File: src/sv/fresnel_dielectric_reflectance_macros.svh
// Assertion macros for the Fresnel reflectance block.
// Included by files that carry concurrent assertions; no other dependencies.
`ifndef FRESNEL_DIELECTRIC_REFLECTANCE_MACROS_SVH
`define FRESNEL_DIELECTRIC_REFLECTANCE_MACROS_SVH
`ifndef ASSERT_OFF
`define FDR_ASSERT(lbl, clk, rstn, prop) \
  lbl: assert property (@(posedge clk) disable iff (!rstn) (prop)) \
    else $error("fdr assertion failed");
`define FDR_ASSERT_ALWAYS(lbl, clk, prop) \
  lbl: assert property (@(posedge clk) (prop)) \
    else $error("fdr assertion failed");
`else
`define FDR_ASSERT(lbl, clk, rstn, prop)
`define FDR_ASSERT_ALWAYS(lbl, clk, prop)
`endif
`endif

File: src/sv/fdr_div.sv
// Pipelined restoring divider, one quotient bit per stage.
// Standalone; sideband bits ride along with each item.
module fdr_div #(
  parameter int DW = 32,
  parameter int QW = 17,
  parameter int SW = 1
) (
  input  logic          clk_i,
  input  logic          rst_ni,
  input  logic          en_i,
  input  logic          valid_i,
  input  logic [DW-1:0] rem_i,
  input  logic [DW-1:0] div_i,
  input  logic [QW-1:0] low_i,
  input  logic [SW-1:0] side_i,
  output logic          valid_o,
  output logic [QW-1:0] quo_o,
  output logic [SW-1:0] side_o
);

  logic [DW-1:0] rem_q  [QW];
  logic [DW-1:0] div_q  [QW];
  logic [QW-1:0] lq_q   [QW];
  logic [SW-1:0] side_q [QW];
  logic          vld_q  [QW];

  genvar k;
  generate
    for (k = 0; k < QW; k++) begin : g_stage
      logic [DW-1:0] r_in;
      logic [DW-1:0] d_in;
      logic [QW-1:0] lq_in;
      logic [SW-1:0] s_in;
      logic          v_in;
      logic [DW:0]   trial;
      logic [DW:0]   diff;
      logic          ge;

      if (k == 0) begin : g_first
        assign r_in  = rem_i;
        assign d_in  = div_i;
        assign lq_in = low_i;
        assign s_in  = side_i;
        assign v_in  = valid_i;
      end else begin : g_next
        assign r_in  = rem_q[k-1];
        assign d_in  = div_q[k-1];
        assign lq_in = lq_q[k-1];
        assign s_in  = side_q[k-1];
        assign v_in  = vld_q[k-1];
      end

      // low bits shift out at the top while quotient bits shift in below
      assign trial = {r_in, lq_in[QW-1]};
      assign diff  = trial - {1'b0, d_in};
      assign ge    = trial >= {1'b0, d_in};

      always_ff @(posedge clk_i or negedge rst_ni) begin
        if (!rst_ni) begin
          vld_q[k] <= 1'b0;
        end else if (en_i) begin
          vld_q[k] <= v_in;
        end
      end

      always_ff @(posedge clk_i) begin
        if (en_i) begin
          rem_q[k]  <= ge ? diff[DW-1:0] : trial[DW-1:0];
          div_q[k]  <= d_in;
          lq_q[k]   <= {lq_in[QW-2:0], ge};
          side_q[k] <= s_in;
        end
      end
    end
  endgenerate

  assign valid_o = vld_q[QW-1];
  assign quo_o   = lq_q[QW-1];
  assign side_o  = side_q[QW-1];

endmodule

File: config.mk
export PLATFORM = sky130hd
export DESIGN_NAME = fdr_div
export DESIGN_NICKNAME = d
export VERILOG_FILES = /design/src/sv/fresnel_dielectric_reflectance_macros.svh /design/src/sv/fdr_div.sv
export SDC_FILE = /design/constraint.sdc
export NUM_CORES = 2
export LEC_CHECK = 0
export ABC_AREA = 1
export BUFFER_PORTS_ARGS = -buffer_cell sky130_fd_sc_hd__buf_2
export CAP_MARGIN = 5
export CORE_UTILIZATION = 27
export DETAILED_ROUTE_END_ITERATION = 16
export PLACE_DENSITY = 0.53
export SYNTH_ARGS = -nofsm -noshare
export SYNTH_HDL_FRONTEND = slang
export SYNTH_SLANG_ARGS = --single-unit
File: constraint.sdc
create_clock -name clk_i -period 1.9 [get_ports clk_i]
set_input_delay 0.475 -clock clk_i [delete_from_list [all_inputs] [get_ports clk_i]]
set_output_delay 0.475 -clock clk_i [all_outputs]
set_load 0.01 [all_outputs]
Word-level counts from Yosys, hierarchy flattened
Memories as Yosys holds them, arrays and structs flattened.
Index checks and enable logic that the tools add are counted.
- add/sub/neg operators: 17
- $lt $le $gt $ge: 17
- multiplexer cells: 19
- operators by type and width (kind ; count):
    $ge A33 B32 Y1 ; 17
    $mux W32 ; 17
    $sub A32 B32 Y32 ; 17
    $mux W1 ; 2
- flip-flop bits (word level): 17
- bits in writable memories: 1394
- input port bits: 86
- logic and storage cells: 74
- memories kept: 4
- memory list (memory ; depth ; bits a word ; rd ports ; clocked after Yosys merged registers in ; wr ports ; line ; RTL):
    div_q ; 17 ; 32 ; 16 ; 0 ; 17 ; fdr_div.sv:22 ; logic [DW-1:0] div_q [QW];
    rem_q ; 17 ; 32 ; 16 ; 0 ; 17 ; fdr_div.sv:21 ; logic [DW-1:0] rem_q [QW];
    lq_q ; 17 ; 17 ; 17 ; 0 ; 17 ; fdr_div.sv:23 ; logic [QW-1:0] lq_q [QW];
    side_q ; 17 ; 1 ; 17 ; 0 ; 17 ; fdr_div.sv:24 ; logic [SW-1:0] side_q [QW];

Depth between registers and ports, before layout
- depth after elaboration: 2
- mapped depth: 16
- mapped depth without buffers: 15

Worst setup path after synthesis
Ideal clock, no wire load.
- path type: input -> register
- start point: input div_i[4]
- end point: memory rem_q[0][22] (data pin)
- data arrival time: 1822 ps
- required time: 1648 ps
- path slack: -175 ps
- stages: 14
- path buffers: 1
- cells stage by stage: inv_1 ha_1 nand2_1 nand2_1 nand3b_2 nand2_2 nand2_4 nand2_2 nand2_2 nand2_4 nand2_4 buf_6 nand2_1 nand2_1
- RTL lines (what ; line ; RTL):
    from (decl) ; fdr_div.sv:13 ; input logic [DW-1:0] div_i,
    to (decl) ; fdr_div.sv:21 ;

==> reports/results.ini <==
[route]
first_pass_iters = 8
dr_total_vias = 88773
via_per_inst = 4.35
ant_nets = 0
drt-initial-drc-count = 5436
wl_um = 343000
post-route-drc-count = 0
wl_per_cell_um = 16.8

[critical_path]
endpoint_kind = flip-flop
cp_slowest_stage_delay_ps = 530
arrival_ps = 3010
setup.worst_path.end = rem_q[0][267]
reg2reg_from = rem_q[0][229]
reg2regPathDepth = 11
cp_max_fo = 14
crit_chain = ha_4 > nand2_4 > nor2_4 > nor3b_4 > nand2_1 > nor2_2 > nor2_4 > buf_4 > buf_6 > nand3_1 > nand2_1
crit_type = reg -> reg
worst_setup_path_start_kind = flip-flop
critPathRequiredTime_ps = 2490
worstReg2RegEnd = rem_q[0][267]
rrSetupSlack_ps = -520
crit_start = rem_q[0][229]
critPathSlowestCell = edfxtp_1

[logic_synthesis]
ys_warn_count = 0
syn-instance-count = 12071
yosysSeqAreaShare_pct = 44.2
syn_area_sq_mm = 0.0913
ys_ff_latch = 1347
synth_cell_types = 41
synth.avg_cell_area_sq_um = 7.56
synth_fp_nets = 12717

[power_and_ir_drop]
peakVddDrop_mv = 0.773
leakagePower_nw = 71.9
power.density_mw_per_mm2 = 1590

[floorplanning]
start_util_pct = 27.1
core.rowCount = 213
io_pins = 105
dieArea_sq_mm = 0.340
core-area_sq_mm = 0.337
die-height_um = 583
die_x_um = 583

[finish]
finalNonFillerCells = 20403
nets = 16411
area_growth_pct = 58.1
layout_common_cells = nand2_1, buf_4, inv_1, edfxtp_1, nand3_1
layout_commonest_cell = nand2_1
fillers = 33120
layout-drive-gt1-share_pct = 39.7

[placement]
dp_worst_setup_slack_ps = -1020
globalplace.congestion = 0.936
dp_cells = 19389
dpl.hpwl_um = 269000
portBuffers = 104

[clock_tree]
cts_tree = yes
clockRootBuffer = clkbuf_16
htree_levels = 4
numCtsBuffers = 164
clock-sinks = 1347
cts_buffer_depth = 4
clkSlewWorstSetupHoldPaths_ps = 70
insertion_delay_ps = 900

[flow_run]
cap_violations = 0

[sta]
period_needed_ps = 2420
hold_viol = 0
relSlewSlack_pct = 60.8
fin_skew_ps = 95.6
worstMarginPinSlew_ps = 585
drv_slew = 0
max_clock_freq_mhz = 413
setup_viol = 535
rsz0062_at_grt = true
min_period_over_period_pct = 127
finalWorstSetupSlack_ps = -519

[outcome]
violations = negative setup slack
status = complete, but fails checks

[grt]
grt_usage_pct = 19.0
grt_pass1_wl_um = 497000
antenna_found_initial = 4
grt_max_degree = 57
overflow = 0
grt_pass1_vias = 84643

[min_path]
holdCritPathClass = in -> reg

## layout make-up
cell class	count	area [sq um]	area share, %
clock inverter	101	1090	0.754
timing repair buffer	3672	30300	21.0
antenna	1	2.50	0.00173
sequential	1347	40400	28.0
inverter	2521	9490	6.58
multi-input combinational	8059	53200	36.9
clock buffer	187	4230	2.93
tap	4515	5650	3.92
## power by group
part | leakage (nW) | internal [mW] | total, mW | switching, mW
clock network | 2.58 | 18.3 | 31.7 | 13.4
registers | 13.3 | 43.2 | 50.7 | 7.52
logic | 56.0 | 69.2 | 146 | 77.1
## timing repair
action / CTS / global route
pin swaps: 276 / 575
resized for setup: 923 / 1583
setup endpoints to repair: 538 / 539
endpoints found under the hold margin: 69 / 0
hold buffers: 53 / 0
buffers inserted: 260 / 368
cloned: 20 / 39
## routing by layer
| layer | vias up | GRT usage [%] | share of wire [%] |
|---|---|---|---|
| li1 | 45135 | - | - |
| met1 | 41295 | 23.9 | 43 |
| met2 | 1818 | 33.8 | 49 |
| met3 | 521 | 1.84 | 3.9 |
| met4 | 4 | 6.32 | 3.7 |
| met5 | - | 0 | 0.0079 |
## critical path, delay by kind of cell, from the launching register on
kind	cells	cell delay (ps)
fa+ha+maj	1	360
simple gates	8	910
flops	1	530
buf+inv	2	290
## state kept, by name (all words and copies together) (netlist names)
signal        count
valid_o           1
lq_q            289
div_q           512
rem_q           512
g_stage.v_in     16
side_q           17
## Yosys cell counts (all sizes together)
cell type / instances / share of area [%]
o21ai: 40 / 0.22
and3: 1 / 0.0069
mux2: 1 / 0.012
nand4: 52 / 0.36
ha: 544 / 7.5
nor2: 724 / 3.2
inv: 2520 / 10
fa: 16 / 0.35
dfrtp: 17 / 0.47
clkinv: 1 / 0.0041
nand3: 1030 / 6.1
nor3b: 1 / 0.0082
edfxtp: 1330 / 44
nand2: 4721 / 20
nor3: 131 / 0.79
nand3b: 108 / 0.92
a21o: 5 / 0.041
nor4: 3 / 0.021
and2: 77 / 0.53
clkbuf: 6 / 0.025
or2: 10 / 0.069
xnor2: 22 / 0.21
a21oi: 336 / 1.8
o21bai: 23 / 0.19
xor2: 203 / 1.9
buf: 149 / 1.2
## cells by family (layout without fill, tap and decap cells)
family          after synthesis  count (layout)  share of synthesized area [%]
buf+inv                    2676            6481                           11.6
other cells                   0               1                              0
mux                           1               1                         0.0123
compound gates              404             404                           2.29
fa+ha+maj                   560             560                           7.81
flops                      1347            1347                           44.2
xor+xnor                    225             225                           2.16
simple gates               6858            6869                           31.9
## stage by stage
| step | total power [mW] | utilization, % | hold WS [ps] | area (sq um) | setup TNS (ps) |
|---|---|---|---|---|---|
| 2_1_floorplan | 108 | - | 179 | 94000 | -13310 |
| 3_3_place_gp | 166 | 36.2 | 400 | 122000 | -288250 |
| 3_5_place_dp | 167 | 36.2 | 405 | 122000 | -289840 |
| 4_1_cts | 211 | 39.9 | 7.22 | 134000 | -185170 |
| 5_1_grt | 244 | 42.9 | 53.6 | 144000 | -231550 |
| 6_report | 229 | 42.9 | 72.9 | 144000 | -193500 |
## how the worst min path moves through the flow
stage	startpoint	endpoint	cells after the start
finish	low_i[16]	rem_q[0][0]	4
global route	rem_i[29]	rem_q[0][30]	4
CTS	low_i[16]	rem_q[0][0]	4
detailed placement	lq_q[0][8]	lq_q[0][26]	0
global placement	lq_q[1][40]	lq_q[1][58]	0
floorplan	rst_ni	g_stage[10].v_in	0
(Power assumes the default switching activity.)
