$ cat config.mk
export PLATFORM = sky130hd
export DESIGN_NAME = fdr_sqrt
export DESIGN_NICKNAME = d
export VERILOG_FILES = /design/src/sv/fresnel_dielectric_reflectance_macros.svh /design/src/sv/fdr_sqrt.sv
export SDC_FILE = /design/constraint.sdc
export NUM_CORES = 1
export LEC_CHECK = 0
export BUFFER_PORTS_ARGS = -buffer_cell sky130_fd_sc_hd__buf_2
export CORE_UTILIZATION = 63
export DETAILED_ROUTE_END_ITERATION = 10
export PLACE_DENSITY_LB_ADDON = 0.05
export SYNTH_ARGS = -nofsm -noshare
export SYNTH_HDL_FRONTEND = slang
export SYNTH_SLANG_ARGS = --single-unit
$ cat constraint.sdc
create_clock -name clk_i -period 3.04 [get_ports clk_i]
set_clock_uncertainty 0.05 [all_clocks]
set_input_delay 0.304 -clock clk_i [delete_from_list [all_inputs] [get_ports clk_i]]
set_output_delay 0.304 -clock clk_i [all_outputs]
set_load 0.03 [all_outputs]
$ cat src/sv/fresnel_dielectric_reflectance_macros.svh
// Assertion macros for the Fresnel reflectance block.
// Included by files that carry concurrent assertions; no other dependencies.
`ifndef FRESNEL_DIELECTRIC_REFLECTANCE_MACROS_SVH
`define FRESNEL_DIELECTRIC_REFLECTANCE_MACROS_SVH
`ifndef ASSERT_OFF
`define FDR_ASSERT(lbl, clk, rstn, prop) \
  lbl: assert property (@(posedge clk) disable iff (!rstn) (prop)) \
    else $error("fdr assertion failed");
`define FDR_ASSERT_ALWAYS(lbl, clk, prop) \
  lbl: assert property (@(posedge clk) (prop)) \
    else $error("fdr assertion failed");
`else
`define FDR_ASSERT(lbl, clk, rstn, prop)
`define FDR_ASSERT_ALWAYS(lbl, clk, prop)
`endif
`endif

$ cat src/sv/fdr_sqrt.sv
// Pipelined integer square root, one root bit per stage (16 stages).
// Takes a 32-bit radicand; sideband bits ride along with each item.
module fdr_sqrt #(
  parameter int SW = 1
) (
  input  logic          clk_i,
  input  logic          rst_ni,
  input  logic          en_i,
  input  logic          valid_i,
  input  logic [31:0]   rad_i,
  input  logic [SW-1:0] side_i,
  output logic          valid_o,
  output logic [15:0]   root_o,
  output logic [SW-1:0] side_o
);

  localparam int Steps = 16;

  logic [17:0]   rem_q  [Steps];
  logic [31:0]   rad_q  [Steps];
  logic [15:0]   root_q [Steps];
  logic [SW-1:0] side_q [Steps];
  logic          vld_q  [Steps];

  genvar k;
  generate
    for (k = 0; k < Steps; k++) begin : g_stage
      logic [17:0]   r_in;
      logic [31:0]   x_in;
      logic [15:0]   s_in;
      logic [SW-1:0] sd_in;
      logic          v_in;
      logic [19:0]   cat;
      logic [19:0]   trial;
      logic [19:0]   diff;
      logic          ge;

      if (k == 0) begin : g_first
        assign r_in  = '0;
        assign x_in  = rad_i;
        assign s_in  = '0;
        assign sd_in = side_i;
        assign v_in  = valid_i;
      end else begin : g_next
        assign r_in  = rem_q[k-1];
        assign x_in  = rad_q[k-1];
        assign s_in  = root_q[k-1];
        assign sd_in = side_q[k-1];
        assign v_in  = vld_q[k-1];
      end

      assign cat   = {r_in, x_in[31:30]};
      assign trial = {2'b00, s_in, 2'b01};
      assign diff  = cat - trial;
      assign ge    = cat >= trial;

      always_ff @(posedge clk_i or negedge rst_ni) begin
        if (!rst_ni) begin
          vld_q[k] <= 1'b0;
        end else if (en_i) begin
          vld_q[k] <= v_in;
        end
      end

      always_ff @(posedge clk_i) begin
        if (en_i) begin
          rem_q[k]  <= ge ? diff[17:0] : cat[17:0];
          rad_q[k]  <= {x_in[29:0], 2'b00};
          root_q[k] <= {s_in[14:0], ge};
          side_q[k] <= sd_in;
        end
      end
    end
  endgenerate

  assign valid_o = vld_q[Steps-1];
  assign root_o  = root_q[Steps-1];
  assign side_o  = side_q[Steps-1];

endmodule

==> Word-level counts from Yosys, hierarchy flattened <==
Memories as Yosys holds them, arrays and structs flattened.
Index checks and enable logic that the tools add are counted.
Widths: inputs -> output; s select.
{ "op_classes": {"n_mux": 18, "order_cmp": 16, "add_sub_neg": 16} }
{ "op_table": {"columns": ["op", "count"], "rows": [
  ["$ge 20x18->1", 15],
  ["$mux 18", 16],
  ["$sub 18x18->18", 15],
  ["$sub 2x1->3 const B", 1],
  ["$ge 2x1->1 const B", 1],
  ["$mux 1", 2]
]} }
{ "word_totals": {"output_inout_bits": 18, "mem_count": 4, "word_cells": 70, "mem_bits_rw": 1040, "inputBits": 37, "regBits": 16} }
{ "mem_list": {"columns": ["memory", "depth", "width", "rd", "rd_clocked_by_memory_dff", "write_ports", "line_no", "source"], "rows": [
  ["rad_q", 16, 30, 15, 0, 16, "fdr_sqrt.sv:20", "logic [31:0] rad_q [Steps];"],
  ["rem_q", 16, 18, 15, 0, 16, "fdr_sqrt.sv:19", "logic [17:0] rem_q [Steps];"],
  ["root_q", 16, 16, 16, 0, 16, "fdr_sqrt.sv:21", "logic [15:0] root_q [Steps];"],
  ["side_q", 16, 1, 16, 0, 16, "fdr_sqrt.sv:22", "logic [SW-1:0] side_q [Steps];"]
]} }

==> Longest topological paths before layout <==
Gate-level depths: netlist of the first run.
An unclocked memory read counts as a cell.
{ "logic_depth": {"ltp_word": 3, "mapped_depth": 11, "ltp_nobuf": 10} }

==> Worst setup path after synthesis of the first run <==
Ideal clock, no wire load.
{ "synth_timing": {"path_kind": "reg2reg", "from": "memory rem_q[6][0], in the netlist rem_q[0][108]", "to": "memory rem_q[7][6], in the netlist rem_q[0][132], data pin", "setup_ns": 0.260, "arrival_time_ns": 2.456, "required_time_ns": 2.730, "period_less_slack_ns": 2.766, "path_stages_with_launch": 9, "path_buffers": 1, "slack_ns": 0.274, "path_cell_list": "edfxtp_1 > ha_1 > nor2b_1 > o31a_1 > o32a_1 > a31o_1 > or3_1 > buf_6 > mux2_4"} }
{ "synth_rtl": {"columns": ["element", "line_no"], "rows": [
  ["start, declared", "fdr_sqrt.sv:19"]
]} }

==> results.rst, run 1 <==
.. list-table::
   :header-rows: 1

   * - Metric
     - Value
   * - Status
     - complete, but fails checks
   * - Failing checks
     - design-rule violations
   * - Max rail drop VDD
     - 0.000584 V
   * - Clock tree root buffer cell
     - sky130_fd_sc_hd__clkbuf_16
   * - Number of buffers created by CTS
     - 69
   * - Data required time of the worst path
     - 3.34 ns
   * - Pre-CTS worst setup slack
     - 0.0732 ns
   * - Proportion of register bits with asynchronous set or reset after synthesis
     - under 10%
   * - Number of vias after detailed routing
     - 17256
   * - Total Routing Usage GR
     - between 20% and 30%
   * - Height of the die
     - 220 um
   * - Endpoint type of the worst setup path
     - register
   * - Number of global-route vias before repair
     - 17107
   * - Non-filler instance count after layout
     - 3045
   * - Quantity of I/O buffers inserted on ports
     - 54
   * - Final worst path period share
     - 95.3%
   * - Routed WL
     - 52000 um
   * - Routed wire length per instance
     - ~17 um
   * - Worst flop-to-flop path startpoint
     - rem_q[1][90]$_DFFE_PP_
   * - First-pass GRT wire length
     - 84500 um
   * - Cell-by-cell trace of the critical path
     - ha_1, o21ai_0, a22oi_1, o2111ai_1, a32oi_2, a311oi_1, o21ai_0, mux2_2
   * - Num ports
     - 55
   * - Number of nets in the layout
     - 2583
   * - Number of violations of the max-capacitance limit
     - 0
   * - Clock latency on the worst-skew pair
     - 0.62 ns
   * - Most common flop cell mapped by yosys
     - sky130_fd_sc_hd__edfxtp_1
   * - Initial DRT Pass Iterations
     - 8
   * - Synthesized area per cell
     - between 10 and 15 um^2
   * - Setup repair after global routing missed its margin
     - no
   * - Cell type of the slowest stage on the worst timing path
     - sky130_fd_sc_hd__edfxtp_1
   * - Dominant cell type by area after synthesis
     - sky130_fd_sc_hd__edfxtp_1
   * - Kind of start point of the critical path
     - register
   * - Unique cell type count in the Yosys netlist
     - 82
   * - Worst Setup Path Type
     - reg -> reg
   * - Fraction of the mapped netlist area in compound gates
     - 8.19%
   * - Diodes inserted
     - 0
   * - Crit path largest cell delay
     - ~0.4 ns
   * - Maximum fanout along the worst path
     - 4
   * - WP data arrival
     - 3.19 ns
   * - Worst reg2reg path depth
     - 8
   * - Gp weighted congestion
     - 0.886
   * - Inst Count DP
     - 2892
   * - Crit path setup slack, layout
     - between 0.1 and 0.15 ns
   * - Final core utilization
     - 72.6%
   * - Initial antenna violation count
     - 0
   * - Most frequent cell on the critical path
     - sky130_fd_sc_hd__o21ai_0
   * - Half-perimeter wire length after detailed placement
     - between 30000 and 40000 um
   * - Max_slew headroom
     - between 50 and 60%
   * - Max-slew violations
     - 0
   * - Placement Rows
     - 79
   * - Level count of the clock H-tree
     - 3
   * - Clock transition at path regs
     - 0.06 ns
   * - Tightest Pin Transition
     - between 0.6 and 0.7 ns
   * - DRC marker count from the first detailed-route iteration
     - between 1000 and 1500
   * - Most frequently used cell type in the post-synthesis netlist
     - sky130_fd_sc_hd__edfxtp_1
   * - List of most frequent post-synthesis cells
     - sky130_fd_sc_hd__edfxtp_1 (642), sky130_fd_sc_hd__inv_1 (182), sky130_fd_sc_hd__nor2_1 (161), sky130_fd_sc_hd__ha_1 (153), sky130_fd_sc_hd__a21oi_1 (135)
   * - Worst flop-to-flop path endpoint
     - rem_q[1][125]$_DFFE_PP_
   * - Area share of and/or/nand/nor cells after synthesis
     - 9.28%
   * - Area share of the largest cell type after synthesis
     - ~64%
   * - Adder-cell share of the synthesized area
     - between 6 and 7%
   * - Combinational family with the most area after synthesis
     - simple AND/OR/NAND/NOR gates
   * - Routed vias/inst
     - between 5 and 6
   * - Proportion of layout cells with a drive suffix above 1
     - 11.6%
   * - Die outline area
     - 48400 um^2
   * - Setup slack on the worst flop-to-flop path
     - roughly 0.14 ns
   * - Horiz. Die Dim
     - 220 um
   * - Power per unit of standard cell area
     - 681 nW/um^2
   * - Accumulated negative setup slack
     - 0 ns
   * - Worst hold path type
     - in -> async
   * - Parity-gate share of the synthesized area counting xor and xnor cells
     - 5.52%
   * - Worst hold slack after final layout
     - 0.108 ns
   * - Static Leakage
     - 13.1 nW
   * - Setup violation total in the final timing report
     - 0
   * - Warning count from the yosys run
     - 0
   * - Net count after synthesis
     - 2406
   * - Post-detailed-route DRC marker count
     - 2
   * - Number of synthesized register bits
     - 658
   * - Number of clock sinks
     - 658
   * - Area delta synth->final
     - 13.2%
   * - Largest net degree at the start of global routing
     - 69
   * - Clock tree from TritonCTS
     - done
   * - Largest cells by area after synthesis
     - sky130_fd_sc_hd__edfxtp_1 (64%), sky130_fd_sc_hd__ha_1 (6.4%), sky130_fd_sc_hd__xor2_1 (2.8%)
   * - Count of flip-flops with a built-in enable after synthesis
     - around 640
   * - Post-synthesis cell count
     - between 2000 and 2500
   * - Fmax achieved
     - 0.345 GHz
   * - Sequential-to-total area share from yosys stat
     - 65.8%
   * - Final antenna-violating net count
     - 0
   * - Mux contribution to synthesized area
     - 2.00%
   * - Post-route minimum period
     - just under 3 ns
   * - Longest Clk Path Bufs
     - 3
   * - Effective utilization at floorplan
     - 64.1%
   * - Worst setup path start
     - rem_q[1][90]$_DFFE_PP_
   * - Area of the core region
     - 46700 um^2
   * - Final hold violation count
     - 0
   * - Overflow left after global routing
     - 0
   * - Synth Cell Area
     - 29900 um^2
## critical path: cells and delay by family (launching register included)
kind,cells,cell delay (ns)
DFF,1,0.39
adders and majority gates,1,0.36
AOI/OAI and AO/OA,6,1.49
muxes,1,0.36
## cell usage in the layout, fill, tap and decap left out, drive strengths merged, types with 24 or more instances in the layout
cell         count
xor2            94
nand2          107
nor4            35
dlygate4sd3     36
clkbuf          89
nor2           164
o21ai          107
or3             28
nand2b          24
ha             153
nor2b           28
mux2            48
a21oi          141
buf            102
xnor2           93
nor3            57
o21a            28
inv            185
nand3           36
edfxtp         642
## registers in the layout, summed over array words and instances (netlist names)
register,flops
valid_o,1
rad_q,240
root_q,136
side_q,16
rem_q,250
g_stage.v_in,15
## metrics by stage
stage,instance area [um^2],power (W)
finish,33900,0.0231
global route,33900,0.0241
CTS,33800,0.0232
detailed placement,31300,0.0153
global placement,31300,0.0151
floorplan,29900,0.0142
## how the worst max path moves through the flow
stage | endpoint | slack [ns] | cells past startpoint
final | rem_q[1][125]$_DFFE_PP_ | 0.14 | 8
after floorplan | rem_q[0][132]$_DFFE_PP_ | 0.27 | 8
after global placement | rem_q[1][113]$_DFFE_PP_ | 0.13 | 9
after detailed placement | rem_q[1][110]$_DFFE_PP_ | 0.07 | 9
after CTS | rem_q[1][110]$_DFFE_PP_ | 0.02 | 9
after global routing | rem_q[1][75]$_DFFE_PP_ | 0.008 | 10
## kinds of logic after synthesis
kind of cell               after synthesis
DFF                                    658
and+or+nand+nor                        554
AOI/OAI and AO/OA                      395
buffers and inverters                  215
xor gates and xnor gates               187
adders and majority gates              153
muxes                                   53
other                                    1
## per-layer routing
metal	vias up	GRT usage [%]	routed length (um)
met4	0	7.40	1350
met2	307	37.7	25600
met1	8287	28.9	23100
li1	8559	-	-
met5	-	0	0
met3	103	3.89	1990
## area by class of cell
cell class | count | area, um^2
Sequential cell | 658 | 19700
Fill cell | 3021 | 12800
Multi-Input combinational cell | 1343 | 9440
Clock buffer | 89 | 1850
Timing Repair Buffer | 138 | 1190
Tap cell | 607 | 759
Inverter | 183 | 687
Clock inverter | 27 | 268
## where the power goes
part | internal, W | total, W | leakage [nW] | switching (W)
clock | 0.00458 | 0.00790 | 1.04 | 0.00332
combinational | 0.00153 | 0.00338 | 5.74 | 0.00185
sequential | 0.0112 | 0.0118 | 6.34 | 0.000579
total | 0.0173 | 0.0231 | 13.1 | 0.00576
## what timing repair did
item / 4_1_cts / 5_1_grt
endpoints found under the setup margin: 0 / 22
resized for setup: 0 / 8
hold buffers: 36 / 0
setup buffers: 0 / 1
hold endpoints to repair: 51 / 0
(Power assumes the default switching activity.)
==> run 2, diff against run 1 <==
REMOVE_ABC_BUFFERS = 1   (was default)
==> run 2 against run 1 <==
- largest cell class unchanged
- die area unchanged
- sequential share of layout area increased by 0.12 points
- non-clock buffer count decreased by 3
- critical path depth increased by 1
- the flow now finishes without violations
- final area decreased by 0.21%
- critical endpoint is now rem_q[1][111]$_DFFE_PP_
==> results.rst, run 2 (synthesis results as in run 1) <==
.. list-table::
   :header-rows: 1

   * - Metric
     - Value
   * - Status
     - finished, final reports clean (was complete, but fails checks)
   * - Gp weighted congestion
     - 0.903 (was 0.886)
   * - Number of vias after detailed routing
     - 17306 (was 17256)
   * - Clock transition at path regs
     - 0.06 ns (about the same)
   * - Combinational share of power
     - 14.6% (was 14.7%)
   * - Power per unit of standard cell area
     - 682 nW/um^2 (was 681 nW/um^2)
   * - Max_slew headroom
     - 60.1% (was 59.3%)
   * - Static Leakage
     - 13.1 nW (about the same)
   * - Worst flop-to-flop path startpoint
     - rem_q[1][93]$_DFFE_PP_ (was rem_q[1][90]$_DFFE_PP_)
   * - Kind of cell adding the most delay to the critical path
     - simple AND/OR/NAND/NOR gates (was compound AO/OA/AOI/OAI gates)
   * - Part of the total power dissipated in sequential elements
     - 51.1% (about the same)
   * - Met1 Resource Use GR
     - 28.8% (was 28.9%)
   * - Worst flop-to-flop path endpoint
     - rem_q[1][111]$_DFFE_PP_ (was rem_q[1][125]$_DFFE_PP_)
   * - Area of the core region
     - 46700 um^2 (unchanged)
   * - Longest Clk Path Bufs
     - 3 (unchanged)
   * - Final cell area excluding filler cells
     - 33800 um^2 (was 33900 um^2)
   * - Routed wire length per instance
     - 17.3 um (was 17.1 um)
   * - Fmax achieved
     - 0.343 GHz (was 0.345 GHz)
   * - Commonest cells after routing, fill and taps aside
     - sky130_fd_sc_hd__edfxtp_1 (642), sky130_fd_sc_hd__inv_1 (182), sky130_fd_sc_hd__nor2_1 (160) (was sky130_fd_sc_hd__edfxtp_1 (642), sky130_fd_sc_hd__inv_1 (182), sky130_fd_sc_hd__nor2_1 (161))
   * - Clock tree from TritonCTS
     - done (unchanged)
   * - GR Layer Usage met2
     - 38.6% (was 37.7%)
   * - Max rail drop VDD
     - 0.000621 V (was 0.000584 V)
   * - Effective utilization at floorplan
     - 64.1% (unchanged)
   * - Quantity of I/O buffers inserted on ports
     - 54 (unchanged)
   * - Setup slack on the worst flop-to-flop path
     - 0.13 ns (was 0.14 ns)
   * - Final core utilization
     - 72.4% (was 72.6%)
   * - Number of clock sinks
     - 658 (unchanged)
   * - Clock power frac
     - 34.2% (about the same)
   * - Endpoint type of the worst setup path
     - register (unchanged)
   * - Initial antenna violation count
     - 0 (unchanged)
   * - Most frequent cell on the critical path
     - sky130_fd_sc_hd__nor2_1 (was sky130_fd_sc_hd__o21ai_0)
   * - Horiz. Die Dim
     - 220 um (unchanged)
   * - Half-perimeter wire length after detailed placement
     - 36200 um (about the same)
   * - Tightest Pin Transition
     - 0.599 ns (was 0.611 ns)
   * - Cell type of the slowest stage on the worst timing path
     - sky130_fd_sc_hd__a2111oi_4 (was sky130_fd_sc_hd__edfxtp_1)
   * - DRC marker count from the first detailed-route iteration
     - 1182 (was 1082)
   * - Post-route minimum period
     - 2.91 ns (was 2.90 ns)
   * - Placement Rows
     - 79 (unchanged)
   * - Final hold violation count
     - 0 (unchanged)
   * - Critical Path Stages
     - 9 (was 8)
   * - Kind of start point of the critical path
     - register (unchanged)
   * - First-pass GRT wire length
     - 85200 um (was 84500 um)
   * - Met3 global-route usage
     - 3.69% (was 3.89%)
   * - Max FFs per register
     - 250 (unchanged)
   * - Number of buffer and inverter instances along the worst setup path
     - 1 (was 0)
   * - Diodes inserted
     - 0 (unchanged)
   * - Internal Power
     - 0.0174 W (was 0.0173 W)
   * - Largest registers
     - rem_q (250), rad_q (240), root_q (136) (unchanged)
   * - Crit path largest cell delay
     - 0.45 ns (was 0.39 ns)
   * - Number of nets in the layout
     - 2580 (was 2583)
   * - Register with the highest flop count
     - rem_q (unchanged)
   * - Switching power
     - 0.00571 W (was 0.00576 W)
   * - Non-filler instance count after layout
     - 3046 (was 3045)
   * - Sw Ratio
     - 24.8% (was 24.9%)
   * - Final antenna-violating net count
     - 0 (unchanged)
   * - Routed vias/inst
     - 5.68 (was 5.67)
   * - Overflow left after global routing
     - 0 (unchanged)
   * - Worst setup path start
     - rem_q[1][93]$_DFFE_PP_ (was rem_q[1][90]$_DFFE_PP_)
   * - Final worst path period share
     - 95.9% (was 95.3%)
   * - Data required time of the worst path
     - 3.34 ns (about the same)
   * - Worst hold path type
     - in -> async (unchanged)
   * - Setup violation total in the final timing report
     - 0 (unchanged)
   * - Routed WL
     - 52600 um (was 52000 um)
   * - Area delta synth->final
     - 13.0% (was 13.2%)
   * - Worst hold slack after final layout
     - 0.118 ns (was 0.108 ns)
   * - Maximum fanout along the worst path
     - 16 (was 4)
   * - Level count of the clock H-tree
     - 3 (unchanged)
   * - Area after DPL
     - 31300 um^2 (about the same)
   * - Initial DRT Pass Iterations
     - 5 (was 8)
   * - Worst reg2reg path depth
     - 9 (was 8)
   * - Most common cell after layout, fill and taps aside
     - sky130_fd_sc_hd__edfxtp_1 (unchanged)
   * - Critical Path End
     - rem_q[1][111]$_DFFE_PP_ (was rem_q[1][125]$_DFFE_PP_)
   * - Number of buffers created by CTS
     - 69 (unchanged)
   * - Largest net degree at the start of global routing
     - 77 (was 69)
   * - Clock latency on the worst-skew pair
     - 0.60 ns (was 0.62 ns)
   * - Number of global-route vias before repair
     - 17131 (was 17107)
   * - Proportion of layout cells with a drive suffix above 1
     - 11.2% (was 11.6%)
   * - Height of the die
     - 220 um (unchanged)
   * - Pwr Total
     - 0.0231 W (about the same)
   * - Post-detailed-route DRC marker count
     - 0 (was 2)
   * - Die outline area
     - 48400 um^2 (unchanged)
   * - Clock tree root buffer cell
     - sky130_fd_sc_hd__clkbuf_16 (unchanged)
   * - Num ports
     - 55 (unchanged)
   * - WP data arrival
     - 3.21 ns (was 3.19 ns)
   * - Total Routing Usage GR
     - 22.5% (was 22.2%)
   * - Inst Count DP
     - 2888 (was 2892)
   * - Max-slew violations
     - 0 (unchanged)
   * - Cell-by-cell trace of the critical path
     - ha_1, a211oi_1, nor2_1, or3_1, a2111oi_4, nand2_4, buf_4, nor2_1, a21oi_1 (was ha_1, o21ai_0, a22oi_1, o2111ai_1, a32oi_2, a311oi_1, o21ai_0, mux2_2)
   * - Routing layer with the top usage in global route
     - met2 (unchanged)
   * - Worst Setup Path Type
     - reg -> reg (unchanged)
   * - Number of violations of the max-capacitance limit
     - 0 (unchanged)
## run 2: cell count changes in the layout (fill, tap and decap cells not counted), moves of 2 or more
| cell | before | now |
|---|---|---|
| sky130_fd_sc_hd__clkbuf_1 | 16 | 28 |
| sky130_fd_sc_hd__clkinv_2 | 6 | 4 |
| sky130_fd_sc_hd__buf_4 | 33 | 31 |
| sky130_fd_sc_hd__clkinv_1 | 12 | 8 |
| sky130_fd_sc_hd__inv_16 | 2 | 0 |
## run 2: how the worst min path moves through the flow
stage | start | to | slack [ns] | cells after the start
detailed placement | rst_ni | g_stage[1].v_in$_DFFE_PN0P_ | 0.19 | 1
global route | rst_ni | g_stage[14].v_in$_DFFE_PN0P_ | 0.13 | 2
finish | rst_ni | g_stage[3].v_in$_DFFE_PN0P_ | 0.12 | 2
global placement | rst_ni | g_stage[1].v_in$_DFFE_PN0P_ | 0.17 | 1
floorplan | rst_ni | g_stage[10].v_in$_DFFE_PN0P_ | -0.04 | 0
CTS | rst_ni | g_stage[15].v_in$_DFFE_PN0P_ | 0.1 | 2
## run 2: routing by layer
| layer | part of all wire [%] | up-vias |
|---|---|---|
| met5 | 0 | - |
| met4 | 2.6 | 0 |
| met3 | 4.0 | 106 |
| met2 | 50 | 338 |
| met1 | 44 | 8308 |
| li1 | - | 8554 |
## run 2: worst register-to-register path: stages, from the launching register on
cell and delay [ns]:
sky130_fd_sc_hd__edfxtp_1 0.39, sky130_fd_sc_hd__ha_1 0.39, sky130_fd_sc_hd__a211oi_1 0.26, sky130_fd_sc_hd__nor2_1 0.10, sky130_fd_sc_hd__or3_1 0.40, sky130_fd_sc_hd__a2111oi_4 0.45
sky130_fd_sc_hd__nand2_4 0.21, sky130_fd_sc_hd__buf_4 0.24, sky130_fd_sc_hd__nor2_1 0.11, sky130_fd_sc_hd__a21oi_1 0.06
## run 2: stage by stage
stage	setup TNS (ns)	worst slack, ns
finish	0	0.125
global route	-0.00936	-0.00936
global placement	0	0.113
CTS	0	0.0685
floorplan	-0.319	-0.160
detailed placement	0	0.0129
## run 2: power groups by stage
stage	Combinational (W)	Sequential, W	Clock [W]
2_1_floorplan	0.00241	0.0118	0
6_report	0.00338	0.0118	0.00789
5_1_grt	0.00379	0.0119	0.00844
3_5_place_dp	0.00329	0.0120	0
4_1_cts	0.00335	0.0118	0.00808
3_3_place_gp	0.00318	0.0119	0
## run 2: cell type report
class                   instances  area, um^2
clock inverters                19         194
clock buffers                 101        1910
well taps                     607         759
multi-input cells            1343        9420
repair buffers                135        1150
fillers                      3079       12900
inverters                     183         687
flip-flops and latches        658       19700
## run 2: timing repair
| action | in CTS | in global routing |
|---|---|---|
| hold buffers | 36 | 0 |
| pin swaps | 0 | 3 |
| buffers inserted | 0 | 2 |
| setup endpoints to repair | 3 | 10 |
| endpoints found under the hold margin | 51 | 0 |
| gates resized for setup | 1 | 3 |
